<file path="config.mk">
export PLATFORM = sky130hd
export DESIGN_NAME = ipv4_header_forward
export DESIGN_NICKNAME = d
export VERILOG_FILES = /design/src/design/ihf_pkg.sv /design/src/design/ihf_cfg.sv /design/src/design/ihf_front.sv /design/src/design/ihf_queue.sv /design/src/design/ihf_back.sv /design/src/design/ipv4_header_forward.sv
export SDC_FILE = /design/constraint.sdc
export NUM_CORES = 2
export LEC_CHECK = 0
export BUFFER_PORTS_ARGS = -buffer_cell sky130_fd_sc_hd__buf_2
export CAP_MARGIN = 40
export CORE_MARGIN = 2
export CORE_UTILIZATION = 45
export CTS_CLUSTER_DIAMETER = 80
export CTS_CLUSTER_SIZE = 10
export DETAILED_ROUTE_END_ITERATION = 16
export PLACE_DENSITY = 0.62
export SYNTH_ARGS = -nofsm -noshare
export SYNTH_HDL_FRONTEND = slang
export SYNTH_HIERARCHICAL = 1
export SYNTH_SLANG_ARGS = --single-unit
</file>
<file path="constraint.sdc">
create_clock -name i_clk -period 8.1 [get_ports i_clk]
set_input_delay 0.405 -clock i_clk [delete_from_list [all_inputs] [get_ports i_clk]]
set_output_delay 0.405 -clock i_clk [all_outputs]
set_load 0.02 [all_outputs]
</file>
<file path="src/design/ihf_pkg.sv">
package ihf_pkg;

    // Counts hold up to the maximum header length in words plus one (overflow mark).
    localparam int CNT_W = 5;

    // APB register map, one 32-bit register every 4 bytes
    localparam int PADDR_W          = 5;
    localparam int REG_ROUTE_BASE   = 0;
    localparam int REG_ROUTES_IN_USE = 6;
    localparam int MAX_ROUTES       = 3;

    localparam logic [31:0] PREFIX_RST [MAX_ROUTES] = '{32'hC0A8_0100, 32'hC0A8_0200, 32'h0};
    localparam logic [31:0] MASK_RST   [MAX_ROUTES] = '{32'hFFFF_FF00, 32'hFFFF_FF00, 32'h0};
    localparam logic [1:0]  ROUTES_IN_USE_RST = 2'd2;

    // Header word positions
    localparam int WIDX_VER    = 0;
    localparam int WIDX_TTL    = 4;
    localparam int WIDX_CSUM   = 5;
    localparam int WIDX_DST_HI = 8;
    localparam int WIDX_DST_LO = 9;
    localparam logic [3:0] IHL_MIN = 4'd5;
    localparam logic [7:0] TTL_MIN = 8'd1;

    localparam int QDEPTH = 2;

    typedef enum logic [1:0] {
        V_FWD       = 2'd0,
        V_TTL       = 2'd1,
        V_NOROUTE   = 2'd2,
        V_MALFORMED = 2'd3
    } t_verdict;

    // One classified header, handed from front to back
    typedef struct packed {
        t_verdict         verdict;
        logic [1:0]       port;
        logic [CNT_W-1:0] count;
        logic             bank;
        logic [15:0]      csum;
    } t_job;

    // Header store write port
    typedef struct packed {
        logic             en;
        logic             bank;
        logic [CNT_W-1:0] idx;
        logic [15:0]      data;
    } t_wr;

    typedef struct packed {
        logic full;
        logic avail;
    } t_qflags;

endpackage

</file>
<file path="src/design/ihf_cfg.sv">
module ihf_cfg #(
    parameter int ROUTE_SLOTS = 3
) (
    input  logic                        i_clk,
    input  logic                        i_rst_n,
    input  logic                        psel,
    input  logic                        penable,
    input  logic                        pwrite,
    input  logic [ihf_pkg::PADDR_W-1:0] paddr,
    input  logic [31:0]                 pwdata,
    output logic [31:0]                 prdata,
    output logic                        pready,
    output logic [31:0]                 o_prefix [ROUTE_SLOTS],
    output logic [31:0]                 o_mask   [ROUTE_SLOTS],
    output logic [1:0]                  o_routes_in_use
);

    logic [31:0] r_prefix [ROUTE_SLOTS];
    logic [31:0] r_mask   [ROUTE_SLOTS];
    logic [1:0]  r_riu;
    logic [2:0]  widx;
    logic        wr;

    assign widx   = paddr[4:2];
    assign wr     = psel && penable && pwrite;
    assign pready = 1'b1;

    always_ff @(posedge i_clk) begin
        if (!i_rst_n) begin
            for (int s = 0; s < ROUTE_SLOTS; s++) begin
                r_prefix[s] <= ihf_pkg::PREFIX_RST[s];
                r_mask[s]   <= ihf_pkg::MASK_RST[s];
            end
            r_riu <= ihf_pkg::ROUTES_IN_USE_RST;
        end else if (wr) begin
            for (int s = 0; s < ROUTE_SLOTS; s++) begin
                if (widx == 3'(ihf_pkg::REG_ROUTE_BASE + 2 * s)) begin
                    r_prefix[s] <= pwdata;
                end
                if (widx == 3'(ihf_pkg::REG_ROUTE_BASE + 2 * s + 1)) begin
                    r_mask[s] <= pwdata;
                end
            end
            if (widx == 3'(ihf_pkg::REG_ROUTES_IN_USE)) begin
                r_riu <= pwdata[1:0];
            end
        end
    end

    // slots beyond ROUTE_SLOTS read as zero
    always_comb begin
        prdata = '0;
        for (int s = 0; s < ROUTE_SLOTS; s++) begin
            if (widx == 3'(ihf_pkg::REG_ROUTE_BASE + 2 * s)) begin
                prdata = r_prefix[s];
            end
            if (widx == 3'(ihf_pkg::REG_ROUTE_BASE + 2 * s + 1)) begin
                prdata = r_mask[s];
            end
        end
        if (widx == 3'(ihf_pkg::REG_ROUTES_IN_USE)) begin
            prdata = {30'd0, r_riu};
        end
    end

    assign o_prefix        = r_prefix;
    assign o_mask          = r_mask;
    assign o_routes_in_use = r_riu;

endmodule

</file>
<file path="src/design/ihf_front.sv">
module ihf_front #(
    parameter int MAX_HEADER_WORDS = 30,
    parameter int ROUTE_SLOTS      = 3
) (
    input  logic                  i_clk,
    input  logic                  i_rst_n,
    input  logic                  i_in_valid,
    output logic                  o_in_stall,
    input  logic [15:0]           i_header_word,
    input  logic                  i_word_is_last,
    input  logic [31:0]           i_prefix [ROUTE_SLOTS],
    input  logic [31:0]           i_mask   [ROUTE_SLOTS],
    input  logic [1:0]            i_routes_in_use,
    input  ihf_pkg::t_qflags      i_q,
    output ihf_pkg::t_wr          o_wr,
    output logic                  o_push,
    output ihf_pkg::t_job         o_job
);

    localparam int CW = ihf_pkg::CNT_W;

    logic          r_pend;
    logic          r_bank;
    logic [CW-1:0] r_taken;
    logic [CW-1:0] r_count;
    logic [15:0]   r_acc;
    logic [15:0]   r_sum;
    logic [3:0]    r_ihl;
    logic [7:0]    r_ttl;
    logic [31:0]   r_dst;

    logic          accept;
    logic          room;
    logic [15:0]   term;
    logic [16:0]   sum17;
    logic [15:0]   n_acc;
    logic          malformed;
    logic          found;
    logic [1:0]    port;

    assign o_in_stall = r_pend || i_q.full;
    assign accept     = i_in_valid && !o_in_stall;
    assign room       = r_taken < CW'(MAX_HEADER_WORDS);

    assign o_wr.en   = accept && room;
    assign o_wr.bank = r_bank;
    assign o_wr.idx  = r_taken;
    assign o_wr.data = i_header_word;

    // running ones' complement sum: TTL already decremented, checksum word as zero
    always_comb begin
        term = i_header_word;
        if (r_taken == CW'(ihf_pkg::WIDX_TTL)) begin
            term = {i_header_word[15:8] - 8'd1, i_header_word[7:0]};
        end else if (r_taken == CW'(ihf_pkg::WIDX_CSUM)) begin
            term = '0;
        end
        sum17 = {1'b0, r_acc} + {1'b0, term};
        n_acc = sum17[15:0] + 16'(sum17[16]);
    end

    always_ff @(posedge i_clk) begin
        if (!i_rst_n) begin
            r_pend  <= 1'b0;
            r_bank  <= 1'b0;
            r_taken <= '0;
            r_acc   <= '0;
        end else begin
            if (r_pend) begin
                r_pend <= 1'b0;
                r_bank <= !r_bank;
            end else if (accept) begin
                if (i_word_is_last) begin
                    r_pend  <= 1'b1;
                    r_taken <= '0;
                    r_acc   <= '0;
                end else if (room) begin
                    r_taken <= r_taken + CW'(1);
                    r_acc   <= n_acc;
                end else begin
                    r_taken <= CW'(MAX_HEADER_WORDS + 1);
                end
            end
        end
    end

    // header fields and the totals taken on the last word
    always_ff @(posedge i_clk) begin
        if (accept && room) begin
            if (r_taken == CW'(ihf_pkg::WIDX_VER))    r_ihl <= i_header_word[11:8];
            if (r_taken == CW'(ihf_pkg::WIDX_TTL))    r_ttl <= i_header_word[15:8];
            if (r_taken == CW'(ihf_pkg::WIDX_DST_HI)) r_dst[31:16] <= i_header_word;
            if (r_taken == CW'(ihf_pkg::WIDX_DST_LO)) r_dst[15:0]  <= i_header_word;
        end
        if (accept && i_word_is_last) begin
            r_count <= room ? r_taken + CW'(1) : CW'(MAX_HEADER_WORDS + 1);
            r_sum   <= room ? n_acc : r_acc;
        end
    end

    // first-match route lookup
    always_comb begin
        found = 1'b0;
        port  = '0;
        for (int s = 0; s < ROUTE_SLOTS; s++) begin
            if (!found && (2'(s) < i_routes_in_use) &&
                ((r_dst & i_mask[s]) == (i_prefix[s] & i_mask[s]))) begin
                found = 1'b1;
                port  = 2'(s);
            end
        end
    end

    assign malformed = (r_count > CW'(MAX_HEADER_WORDS)) || (r_ihl < ihf_pkg::IHL_MIN) ||
                       (r_count != CW'({r_ihl, 1'b0}));

    always_comb begin
        o_job.count = r_count;
        o_job.bank  = r_bank;
        o_job.csum  = ~r_sum;
        o_job.port  = '0;
        if (malformed) begin
            o_job.verdict = ihf_pkg::V_MALFORMED;
        end else if (r_ttl <= ihf_pkg::TTL_MIN) begin
            o_job.verdict = ihf_pkg::V_TTL;
        end else if (!found) begin
            o_job.verdict = ihf_pkg::V_NOROUTE;
        end else begin
            o_job.verdict = ihf_pkg::V_FWD;
            o_job.port    = port;
        end
    end

    assign o_push = r_pend;

endmodule

</file>
<file path="src/design/ihf_queue.sv">
module ihf_queue (
    input  logic             i_clk,
    input  logic             i_rst_n,
    input  logic             i_push,
    input  ihf_pkg::t_job    i_job,
    input  logic             i_pop,
    output ihf_pkg::t_job    o_job,
    output ihf_pkg::t_qflags o_q
);

    localparam int PW = $clog2(ihf_pkg::QDEPTH);

    ihf_pkg::t_job r_slot [ihf_pkg::QDEPTH];
    logic [PW-1:0] r_wp;
    logic [PW-1:0] r_rp;
    logic [PW:0]   r_cnt;

    always_ff @(posedge i_clk) begin
        if (!i_rst_n) begin
            r_wp  <= '0;
            r_rp  <= '0;
            r_cnt <= '0;
        end else begin
            if (i_push) r_wp <= r_wp + PW'(1);
            if (i_pop)  r_rp <= r_rp + PW'(1);
            r_cnt <= r_cnt + (PW + 1)'(i_push) - (PW + 1)'(i_pop);
        end
    end

    always_ff @(posedge i_clk) begin
        if (i_push) r_slot[r_wp] <= i_job;
    end

    assign o_job     = r_slot[r_rp];
    assign o_q.full  = r_cnt == (PW + 1)'(ihf_pkg::QDEPTH);
    assign o_q.avail = r_cnt != '0;

endmodule

</file>
<file path="src/design/ihf_back.sv">
module ihf_back #(
    parameter int MAX_HEADER_WORDS = 30
) (
    input  logic             i_clk,
    input  logic             i_rst_n,
    input  ihf_pkg::t_wr     i_wr,
    input  ihf_pkg::t_job    i_job,
    input  ihf_pkg::t_qflags i_q,
    output logic             o_pop,
    output logic             o_out_valid,
    input  logic             i_out_stall,
    output logic [15:0]      o_out_word,
    output logic             o_out_last,
    output logic [1:0]       o_verdict,
    output logic [1:0]       o_egress_port
);

    localparam int CW    = ihf_pkg::CNT_W;
    localparam int IW    = $clog2(MAX_HEADER_WORDS);
    localparam int DEPTH = 2 * (2 ** IW);

    typedef enum logic [2:0] {
        S_IDLE = 3'b001,
        S_READ = 3'b010,
        S_SEND = 3'b100
    } t_state;

    // two banks: front fills one while the other drains
    logic [15:0]      r_mem [DEPTH];
    logic [15:0]      r_rd_data;

    t_state           r_state, n_state;
    logic [CW-1:0]    r_idx, n_idx;
    logic             r_out_valid, n_out_valid;
    logic [15:0]      r_out_word, n_out_word;
    logic             r_out_last, n_out_last;
    ihf_pkg::t_verdict r_out_verdict, n_out_verdict;
    logic [1:0]       r_out_port, n_out_port;
    logic             rd_en;
    logic             out_free;
    logic             is_last;

    always_ff @(posedge i_clk) begin
        if (i_wr.en) r_mem[{i_wr.bank, i_wr.idx[IW-1:0]}] <= i_wr.data;
        if (rd_en)   r_rd_data <= r_mem[{i_job.bank, r_idx[IW-1:0]}];
    end

    assign out_free = !r_out_valid || !i_out_stall;
    assign is_last  = r_idx == i_job.count - CW'(1);

    always_comb begin
        n_state       = r_state;
        n_idx         = r_idx;
        n_out_valid   = r_out_valid && i_out_stall;
        n_out_word    = r_out_word;
        n_out_last    = r_out_last;
        n_out_verdict = r_out_verdict;
        n_out_port    = r_out_port;
        rd_en         = 1'b0;
        o_pop         = 1'b0;
        case (r_state)
            S_IDLE: begin
                if (i_q.avail) begin
                    if (i_job.verdict != ihf_pkg::V_FWD) begin
                        if (out_free) begin
                            n_out_valid   = 1'b1;
                            n_out_word    = '0;
                            n_out_last    = 1'b1;
                            n_out_verdict = i_job.verdict;
                            n_out_port    = '0;
                            o_pop         = 1'b1;
                        end
                    end else begin
                        n_idx   = '0;
                        n_state = S_READ;
                    end
                end
            end
            S_READ: begin
                rd_en   = 1'b1;
                n_state = S_SEND;
            end
            S_SEND: begin
                if (out_free) begin
                    n_out_valid   = 1'b1;
                    // store holds the words as received: patch TTL and checksum
                    if (r_idx == CW'(ihf_pkg::WIDX_CSUM)) begin
                        n_out_word = i_job.csum;
                    end else if (r_idx == CW'(ihf_pkg::WIDX_TTL)) begin
                        n_out_word = {r_rd_data[15:8] - 8'd1, r_rd_data[7:0]};
                    end else begin
                        n_out_word = r_rd_data;
                    end
                    n_out_last    = is_last;
                    n_out_verdict = ihf_pkg::V_FWD;
                    n_out_port    = i_job.port;
                    if (is_last) begin
                        o_pop   = 1'b1;
                        n_state = S_IDLE;
                    end else begin
                        n_idx   = r_idx + CW'(1);
                        n_state = S_READ;
                    end
                end
            end
            default: begin
                n_state = S_IDLE;
            end
        endcase
    end

    always_ff @(posedge i_clk) begin
        if (!i_rst_n) begin
            r_state     <= S_IDLE;
            r_out_valid <= 1'b0;
        end else begin
            r_state     <= n_state;
            r_out_valid <= n_out_valid;
        end
        r_idx         <= n_idx;
        r_out_word    <= n_out_word;
        r_out_last    <= n_out_last;
        r_out_verdict <= n_out_verdict;
        r_out_port    <= n_out_port;
    end

    assign o_out_valid   = r_out_valid;
    assign o_out_word    = r_out_word;
    assign o_out_last    = r_out_last;
    assign o_verdict     = r_out_verdict;
    assign o_egress_port = r_out_port;

endmodule

</file>
<file path="src/design/ipv4_header_forward.sv">
// IPv4 header forwarding stage.
// Input channel (i_in_valid / o_in_stall): one 16-bit header word per item,
// network order, i_word_is_last on the final word. Words enter one per cycle while o_in_stall is low.
// Output channel (o_out_valid / i_out_stall): forwarded header words with
// TTL decremented and checksum rewritten, tagged with the first matching
// route as o_egress_port, or one status-only item (word 0, last 1) for a
// malformed header, an expired TTL or no matching route.
// The last word is classified in the cycle after it is taken; the job then
// passes the job queue, and the back loads a status item into the output
// register, or per forwarded word does a registered store read and then the
// output load, so the next word is read only after the previous one is
// loaded. The input is held after each last word while it is classified.
// A two-entry job queue and two store banks let the next header come in
// while the previous one drains; the input stalls when both banks are held.
// Reset (synchronous, active low) empties queue and output, clears the word
// count and loads the default routes. A stalled output item holds; back
// pressure fills the queue and then stalls the input. Route s has its prefix
// at APB byte address 8*s and its mask at 8*s+4. The user must write routes
// only while idle; the block itself does not enforce this.
module ipv4_header_forward #(
    parameter int MAX_HEADER_WORDS = 30,
    parameter int ROUTE_SLOTS      = 3
) (
    input  logic                        i_clk,
    input  logic                        i_rst_n,
    // header word input
    input  logic                        i_in_valid,
    output logic                        o_in_stall,
    input  logic [15:0]                 i_header_word,
    input  logic                        i_word_is_last,
    // result output
    output logic                        o_out_valid,
    input  logic                        i_out_stall,
    output logic [15:0]                 o_out_word,
    output logic                        o_out_last,
    output logic [1:0]                  o_verdict,
    output logic [1:0]                  o_egress_port,
    // APB config
    input  logic                        psel,
    input  logic                        penable,
    input  logic                        pwrite,
    input  logic [ihf_pkg::PADDR_W-1:0] paddr,
    input  logic [31:0]                 pwdata,
    output logic [31:0]                 prdata,
    output logic                        pready
);

    logic [31:0]      prefix [ROUTE_SLOTS];
    logic [31:0]      mask   [ROUTE_SLOTS];
    logic [1:0]       routes_in_use;
    ihf_pkg::t_wr     wr;
    ihf_pkg::t_job    push_job;
    ihf_pkg::t_job    head_job;
    ihf_pkg::t_qflags qflags;
    logic             push;
    logic             pop;

    ihf_cfg #(
        .ROUTE_SLOTS (ROUTE_SLOTS)
    ) u_cfg (
        .i_clk           (i_clk),
        .i_rst_n         (i_rst_n),
        .psel            (psel),
        .penable         (penable),
        .pwrite          (pwrite),
        .paddr           (paddr),
        .pwdata          (pwdata),
        .prdata          (prdata),
        .pready          (pready),
        .o_prefix        (prefix),
        .o_mask          (mask),
        .o_routes_in_use (routes_in_use)
    );

    // front: store words, build checksum, classify on the last word
    ihf_front #(
        .MAX_HEADER_WORDS (MAX_HEADER_WORDS),
        .ROUTE_SLOTS      (ROUTE_SLOTS)
    ) u_front (
        .i_clk           (i_clk),
        .i_rst_n         (i_rst_n),
        .i_in_valid      (i_in_valid),
        .o_in_stall      (o_in_stall),
        .i_header_word   (i_header_word),
        .i_word_is_last  (i_word_is_last),
        .i_prefix        (prefix),
        .i_mask          (mask),
        .i_routes_in_use (routes_in_use),
        .i_q             (qflags),
        .o_wr            (wr),
        .o_push          (push),
        .o_job           (push_job)
    );

    // job stays queued until the back loads its last item into the output register
    ihf_queue u_queue (
        .i_clk   (i_clk),
        .i_rst_n (i_rst_n),
        .i_push  (push),
        .i_job   (push_job),
        .i_pop   (pop),
        .o_job   (head_job),
        .o_q     (qflags)
    );

    // back: read the store and emit results
    ihf_back #(
        .MAX_HEADER_WORDS (MAX_HEADER_WORDS)
    ) u_back (
        .i_clk         (i_clk),
        .i_rst_n       (i_rst_n),
        .i_wr          (wr),
        .i_job         (head_job),
        .i_q           (qflags),
        .o_pop         (pop),
        .o_out_valid   (o_out_valid),
        .i_out_stall   (i_out_stall),
        .o_out_word    (o_out_word),
        .o_out_last    (o_out_last),
        .o_verdict     (o_verdict),
        .o_egress_port (o_egress_port)
    );

endmodule

</file>
# Word-level counts from Yosys, hierarchy flattened

Memories as Yosys holds them, arrays and structs flattened. A register that Yosys moved wholly into a read port is not among the register bits.
Cells that the tools add are included.

Flip-flop bits (word level): 316
Bits in latches: 0
Bits in writable memories: 1,076
ROM bits: 0
Input bits: 61
Logic and storage cells: 199
Memories kept: 2

$add $sub $neg: 11
$mul: 0
Divide/modulo/power cells: 0
$lt $le $gt $ge: 7
Equal/unequal tests: 27
Shift operators: 0
Multiplexer cells: 73
Bitwise gates (word level): 10
Reduce and logical (&&, ||, !) cells: 42

Memories:

| name           | depth | width | rd ports | clocked after Yosys merged registers in | wr ports | line            | text |
|---|---|---|---|---|---|---|---|
| u_back.r_mem   | 64    | 16    | 1        | 1                                       | 1        | ihf_back.sv:29  | `logic [15:0] r_mem [DEPTH];` |
| u_queue.r_slot | 2     | 26    | 1        | 1                                       | 1        | ihf_queue.sv:13 | `ihf_pkg::t_job r_slot [ihf_pkg::QDEPTH];` |

Operators with widths:

| operator              | number |
|---|---|
| $mux W32              | 7 |
| $and A32 B32 Y32      | 6 |
| $mux W16              | 10 |
| $eq A32 B32 Y1        | 3 |
| $pmux W16 S2          | 1 |
| $mux W2               | 15 |
| $mux W5               | 6 |
| $mux W1               | 24 |
| $reduce_and A2 Y1     | 12 |
| $eq A5 B3 Y1 const B  | 4 |
| $add A16 B16 Y17      | 1 |
| $add A16 B1 Y16       | 1 |
| $not A16 Y16          | 1 |
| $sub A8 B1 Y8 const B | 2 |
| $eq A3 B3 Y1 const B  | 4 |
| $logic_and A1 B1 Y1   | 11 |
| $add A5 B1 Y5 const B | 2 |
| $eq A5 B4 Y1 const B  | 2 |
| $pmux W5 S2           | 1 |
| $reduce_and A5 Y1     | 2 |
| $eq A3 B2 Y1 const B  | 3 |
| $mux W3               | 3 |
| $pmux W3 S3           | 1 |
| $le A8 B1 Y1 const B  | 1 |
| 25 further kinds      | 47 |

# Longest topological paths before layout

Word-level depth: 15
Gate-level depth with buffers: 21
Mapped depth without buffers: 20

# By module

Netlist, hierarchy kept.

Modules (own cells, without submodules):

| module    | times used | cells each | area each (µm²) | sequential area each (µm²) |
|---|---|---|---|---|
| ihf_back  | 1          | 2,043      | 41,716.3        | 32,090.8 |
| ihf_cfg   | 1          | 923        | 8,958.6         | 3,883.7 |
| ihf_front | 1          | 641        | 6,272.3         | 2,382.3 |
| ihf_queue | 1          | 102        | 2,208.4         | 1,661.6 |

# Least setup slack after synthesis

Ideal clock, no wire load.

Kind: reg-to-reg
Start: register u_front.r_taken[2]
End: register u_front.r_sum[14] (data pin)
Setup time: 256 ps
Data arrival time: 4,338 ps
Path slack: 3,506 ps
Cell stages (with the launch flop): 22
Path buffers: 2
Period minus slack after synthesis: 4,594 ps
Cells stage by stage: dfxtp_1 > clkbuf_1 > nor3b_1 > nand2_1 > or4_1 > clkbuf_1 > nand3_1 > o21ai_0 > ha_1 > and4_1 > and2_1 > a21boi_1 > o31a_1 > o21ai_0 > nand2b_1 > ha_1 > ha_1 > nand2_1 > a211oi_4 > nand2_2 > or4_4 > o211a_1

Word-level cells in the longest chain between the ends: 6

RTL lines:

| item                   | line            | text |
|---|---|---|
| from (decl)            | ihf_front.sv:24 | `logic [CW-1:0] r_taken;` |
| from (signal assigned) | ihf_front.sv:78 | `r_taken <= r_taken + CW'(1);` |
| from (signal assigned) | ihf_front.sv:81 | `r_taken <= CW'(MAX_HEADER_WORDS + 1);` |
| $eq A5 B3 Y1           | ihf_front.sv:55 | `end else if (r_taken == CW'(ihf_pkg::WIDX_CSUM)) begin` |
| $mux W16               | ihf_front.sv:55 |  |
| $mux W16               | ihf_front.sv:53 | `if (r_taken == CW'(ihf_pkg::WIDX_TTL)) begin` |
| $add A16 B16 Y17       | ihf_front.sv:58 | `sum17 = {1'b0, r_acc} + {1'b0, term};` |
| $add A16 B1 Y16        | ihf_front.sv:59 | `n_acc = sum17[15:0] + 16'(sum17[16]);` |
| $mux W16 (*)           | ihf_front.sv:97 | `r_sum <= room ? n_acc : r_acc;` |
| to (signal assigned)   | ihf_front.sv:97 |  |
| to (decl)              | ihf_front.sv:27 | `logic [15:0] r_sum;` |

Every way passes the cells marked *; elsewhere a longest branch is shown, timed or not.
A chain may end at the register's enable or synchronous reset.

# Final worst setup path

Start: register u_front.r_taken[1]
End: register u_front.r_sum[15] (data pin)

The elaborated chain is that of the path after synthesis.

==> impl_metrics.py <==
metrics = {
    "clock_network": {
        "cts_tree": "done",
        "htreeDepth": 4,
        "clkSinkCount": 1408,
        "cts_buffers": 159,
        "postCtsSetupBuffers": 0,
        "clock_latency_ps": 800,
        "clockRootBuffer": "clkbuf_16",
        "clk_pin_slew_ps": 60,
        "clk_path_buf_depth": 3,
    },
    "run_status": {
        "status": "finished, final reports clean",
    },
    "synth": {
        "synth_adder_area_share": 0.00690,
        "syn_avg_cell_area_um2": 15.9,
        "synth_edf_count": 1182,
        "muxShareOfSynthArea": 0.150,
        "ys.warnings.count": 6,
        "syn-num-nets": 3802,
        "ys_seq_area_frac": 0.676,
        "synth_cell_type_count": 95,
        "netlist_instances": 3709,
        "synth_top_family_by_area": "multiplexers",
        "synth_ff_type": "edfxtp_1",
        "synth-compound-area-share": 0.0615,
        "async_flop_share": 0,
        "synth-simple-area-share": 0.0572,
        "synth-xor-area-share": 0.0201,
        "synth_seq_cells": 1408,
        "synth_area_um2": 59200,
    },
    "critical_path": {
        "critical_path_class": "reg2reg",
        "critPathSlowestCell": "dfxtp_1",
        "critical_path.max_fanout": 17,
        "setup.worst_path.start": "u_front/r_taken[1]",
        "rr_startpoint": "u_front/r_taken[1]",
        "crit_path_start_kind": "flop",
        "path_common_cell": "ha_1",
        "critPathMaxStageDelay_ps": 750,
        "path_cells": "inv_1 -> ha_1 -> nand3b_1 -> and2_1 -> ha_1 -> inv_1 -> fa_1 -> and3b_1 -> o2111ai_1 -> a21boi_1 -> o31a_1 -> o21ai_0 -> nand2b_1 -> ha_1 -> and3_1 -> nand2_1 -> a211o_2 -> nor4_1 -> mux2i_1 -> nor2_1",
        "arrival_ps": 6420,
        "crit_required_ps": 8650,
        "rrSetupSlack_ps": 2220,
        "end_kind": "flop",
    },
    "placement": {
        "hpwl_um": 98300,
        "postPlaceCellArea_um2": 61900,
        "dp_cells": 5480,
        "io_buffers": 113,
        "gp_congestion": 0.858,
    },
    "detailed_routing": {
        "drc_errors": 0,
        "top_layer_used": "met4",
        "viasPerCell": 6.01,
        "wirelength_um": 161000,
        "drt_first_pass_iters": 5,
        "routedWlPerCell_um": 28.2,
        "wl_met3_um": 12500,
        "drt_iter0_drc": 4107,
        "vias": 34373,
        "wl_met1_um": 69600,
        "met2WireLength_um": 74700,
        "final_antenna_net_count": 0,
    },
    "timing": {
        "min_period_over_period": 0.726,
        "skew_ps": 21.3,
        "finalSetupTns_ps": 0,
        "grt_setup_unrepaired": "false",
        "fmax_mhz": 170,
        "slew_violations": 0,
        "slew_headroom": 0.341,
        "period_minus_slack_ps": 5880,
        "finalSetupViolations": 0,
        "hold_viol": 0,
        "tightest_slew_ps": 989,
    },
    "die": {
        "die_height_um": 367,
        "ios": 117,
        "rows": 133,
        "start_util": 0.452,
        "core_area_um2": 131000,
        "die_area_um2": 134000,
        "die_x_um": 367,
    },
    "finish": {
        "synthToLayoutAreaGrowth_pct": 12.7,
        "nNetsFinal": 4009,
        "instances_no_fill": 5724,
        "drive_gt1_frac": 0.190,
        "design_area_um2": 66700,
    },
    "pwr": {
        "p_leak_nw": 23.5,
        "finalPower_w": 0.0158,
        "power.density_nw_per_um2": 236,
        "max-vdd-ir-drop_mv": 0.231,
    },
    "global_routing": {
        "overflow": 0,
        "grt_pass1_wl_um": 233000,
        "antenna_found_initial": 7,
        "grtUsageTotal": 0.237,
        "grt_pass1_vias": 33291,
        "grt_max_degree": 105,
    },
    "run": {
        "cap_viol_max_count": 0,
    },
    "worst_hold_path": {
        "min_path_type": "in2reg",
        "hp-start": "i_header_word[4]",
    },
}
==> worst max-delay path, delay by kind of cell, from the launching register on <==
| kind | cells | cell delay (ps) |
|---|---|---|
| AND/OR/NAND/NOR | 8 | 2000 |
| flip-flops | 1 | 750 |
| buffers and inverters | 2 | 240 |
| multiplexers | 1 | 340 |
| adder cells (fa/ha/maj) | 4 | 1210 |
| AO/OA/AOI/OAI | 5 | 1120 |
==> Yosys cell counts, types with 38 or more instances <==
cell type | instances | area share
o21ai_0 | 61 | 0.0052
clkbuf_1 | 95 | 0.0060
edfxtp_1 | 1182 | 0.60
buf_2 | 53 | 0.0045
dfxtp_1 | 226 | 0.076
a21oi_1 | 63 | 0.0053
inv_1 | 62 | 0.0039
nor2b_1 | 71 | 0.0075
o22ai_1 | 38 | 0.0040
mux2_2 | 50 | 0.0095
nand2_1 | 294 | 0.019
nor2_1 | 132 | 0.0084
mux2i_1 | 375 | 0.063
mux4_2 | 190 | 0.072
buf_4 | 55 | 0.0070
a22oi_1 | 74 | 0.0094
xor2_1 | 109 | 0.016
o221ai_1 | 48 | 0.0071
==> final timing paths <==
path,cells past startpoint,end
worst max-delay path,20,u_front/r_sum[15]
worst min-delay path,1,u_back/r_mem[38][4]
worst max register to register,20,u_front/r_sum[15]
worst min register to register,2,u_front/r_acc[9]
==> sequential cells by signal (all words and copies together), names as in the netlist, 3 cells and up, named ones only <==
signal	flops
u_cfg/o_prefix	96
u_back/o_out_word	16
u_front/r_ihl	4
u_front/r_ttl	7
u_front/r_acc	16
u_back/r_state	3
u_front/r_dst	32
u_queue/r_slot	52
u_back/r_idx	5
u_cfg/o_mask	96
u_front/r_count	5
u_back/r_rd_data	16
u_front/r_taken	5
u_front/r_sum	16
u_back/r_mem	1024
==> layer usage <==
| metal | up-vias | GRT usage |
|---|---|---|
| met1 | 17842 | 0.344 |
| met4 | 0 | 0.0757 |
| met5 | - | 0 |
| li1 | 14819 | - |
| met3 | 238 | 0.0379 |
| met2 | 1474 | 0.367 |
==> power breakdown <==
part / switching (W) / internal (W)
clock: 0.00279 / 0.00359
sequential: 0.0000642 / 0.00801
combinational: 0.000862 / 0.000438
total: 0.00371 / 0.0120
==> layout by cell type (no fill, tap or decap), drive strengths merged, types with 6 or more instances in the layout <==
cell type    count
edfxtp        1182
mux2i          375
nand2          295
buf            256
dfxtp          226
clkbuf         197
mux4           190
nor2           134
xor2           109
a22oi           74
nor2b           71
inv             71
mux2            70
o21ai           64
a21oi           63
o221ai          48
o22ai           38
nor3            36
a211oi          35
o211ai          34
ha              31
dlygate4sd3     29
nand4           28
nand3           27
a22o            25
xnor2           24
and2            24
a221oi          22
nand2b          17
a211o           15
o311ai          12
or3             12
and3            11
nand3b          10
a21o             9
or2              8
nor4             7
o41ai            7
a31o             6
clkinv           6
==> repair_timing <==
action / CTS / global route
gates resized for setup: 0 / 0
endpoints found under the hold margin: 145 / 0
hold buffers: 29 / 0
==> area by class of cell <==
| type | instances | area [um2] |
|---|---|---|
| Antenna cell | 2 | 5.00 |
| Inverter | 63 | 236 |
| Clock inverter | 16 | 273 |
| Clock buffer | 196 | 4150 |
| Sequential cell | 1408 | 40000 |
| Multi-Input combinational cell | 1998 | 17600 |
| Tap cell | 1755 | 2200 |
| Timing Repair Buffer | 286 | 2150 |
| Fill cell | 10791 | 64300 |
==> logic make-up (layout without fill, tap and decap cells) <==
logic type      after synthesis  count (layout)
flops                      1408            1408
simple gates                703             703
mux                         635             635
compound gates              493             493
buf+inv                     303             561
xor+xnor                    134             134
fa+ha+maj                    32              32
other cells                   1               3
==> metrics by stage <==
stage / hold WS (ps) / util / worst slack, ps
detailed placement: 468 / 0.473 / 2400
CTS: 4.27 / 0.509 / 2370
floorplan: 444 / - / 3510
global route: 37.5 / 0.509 / 1810
finish: 48.4 / 0.509 / 2220
global placement: 459 / 0.471 / 2450
(Power assumes the default switching activity.)
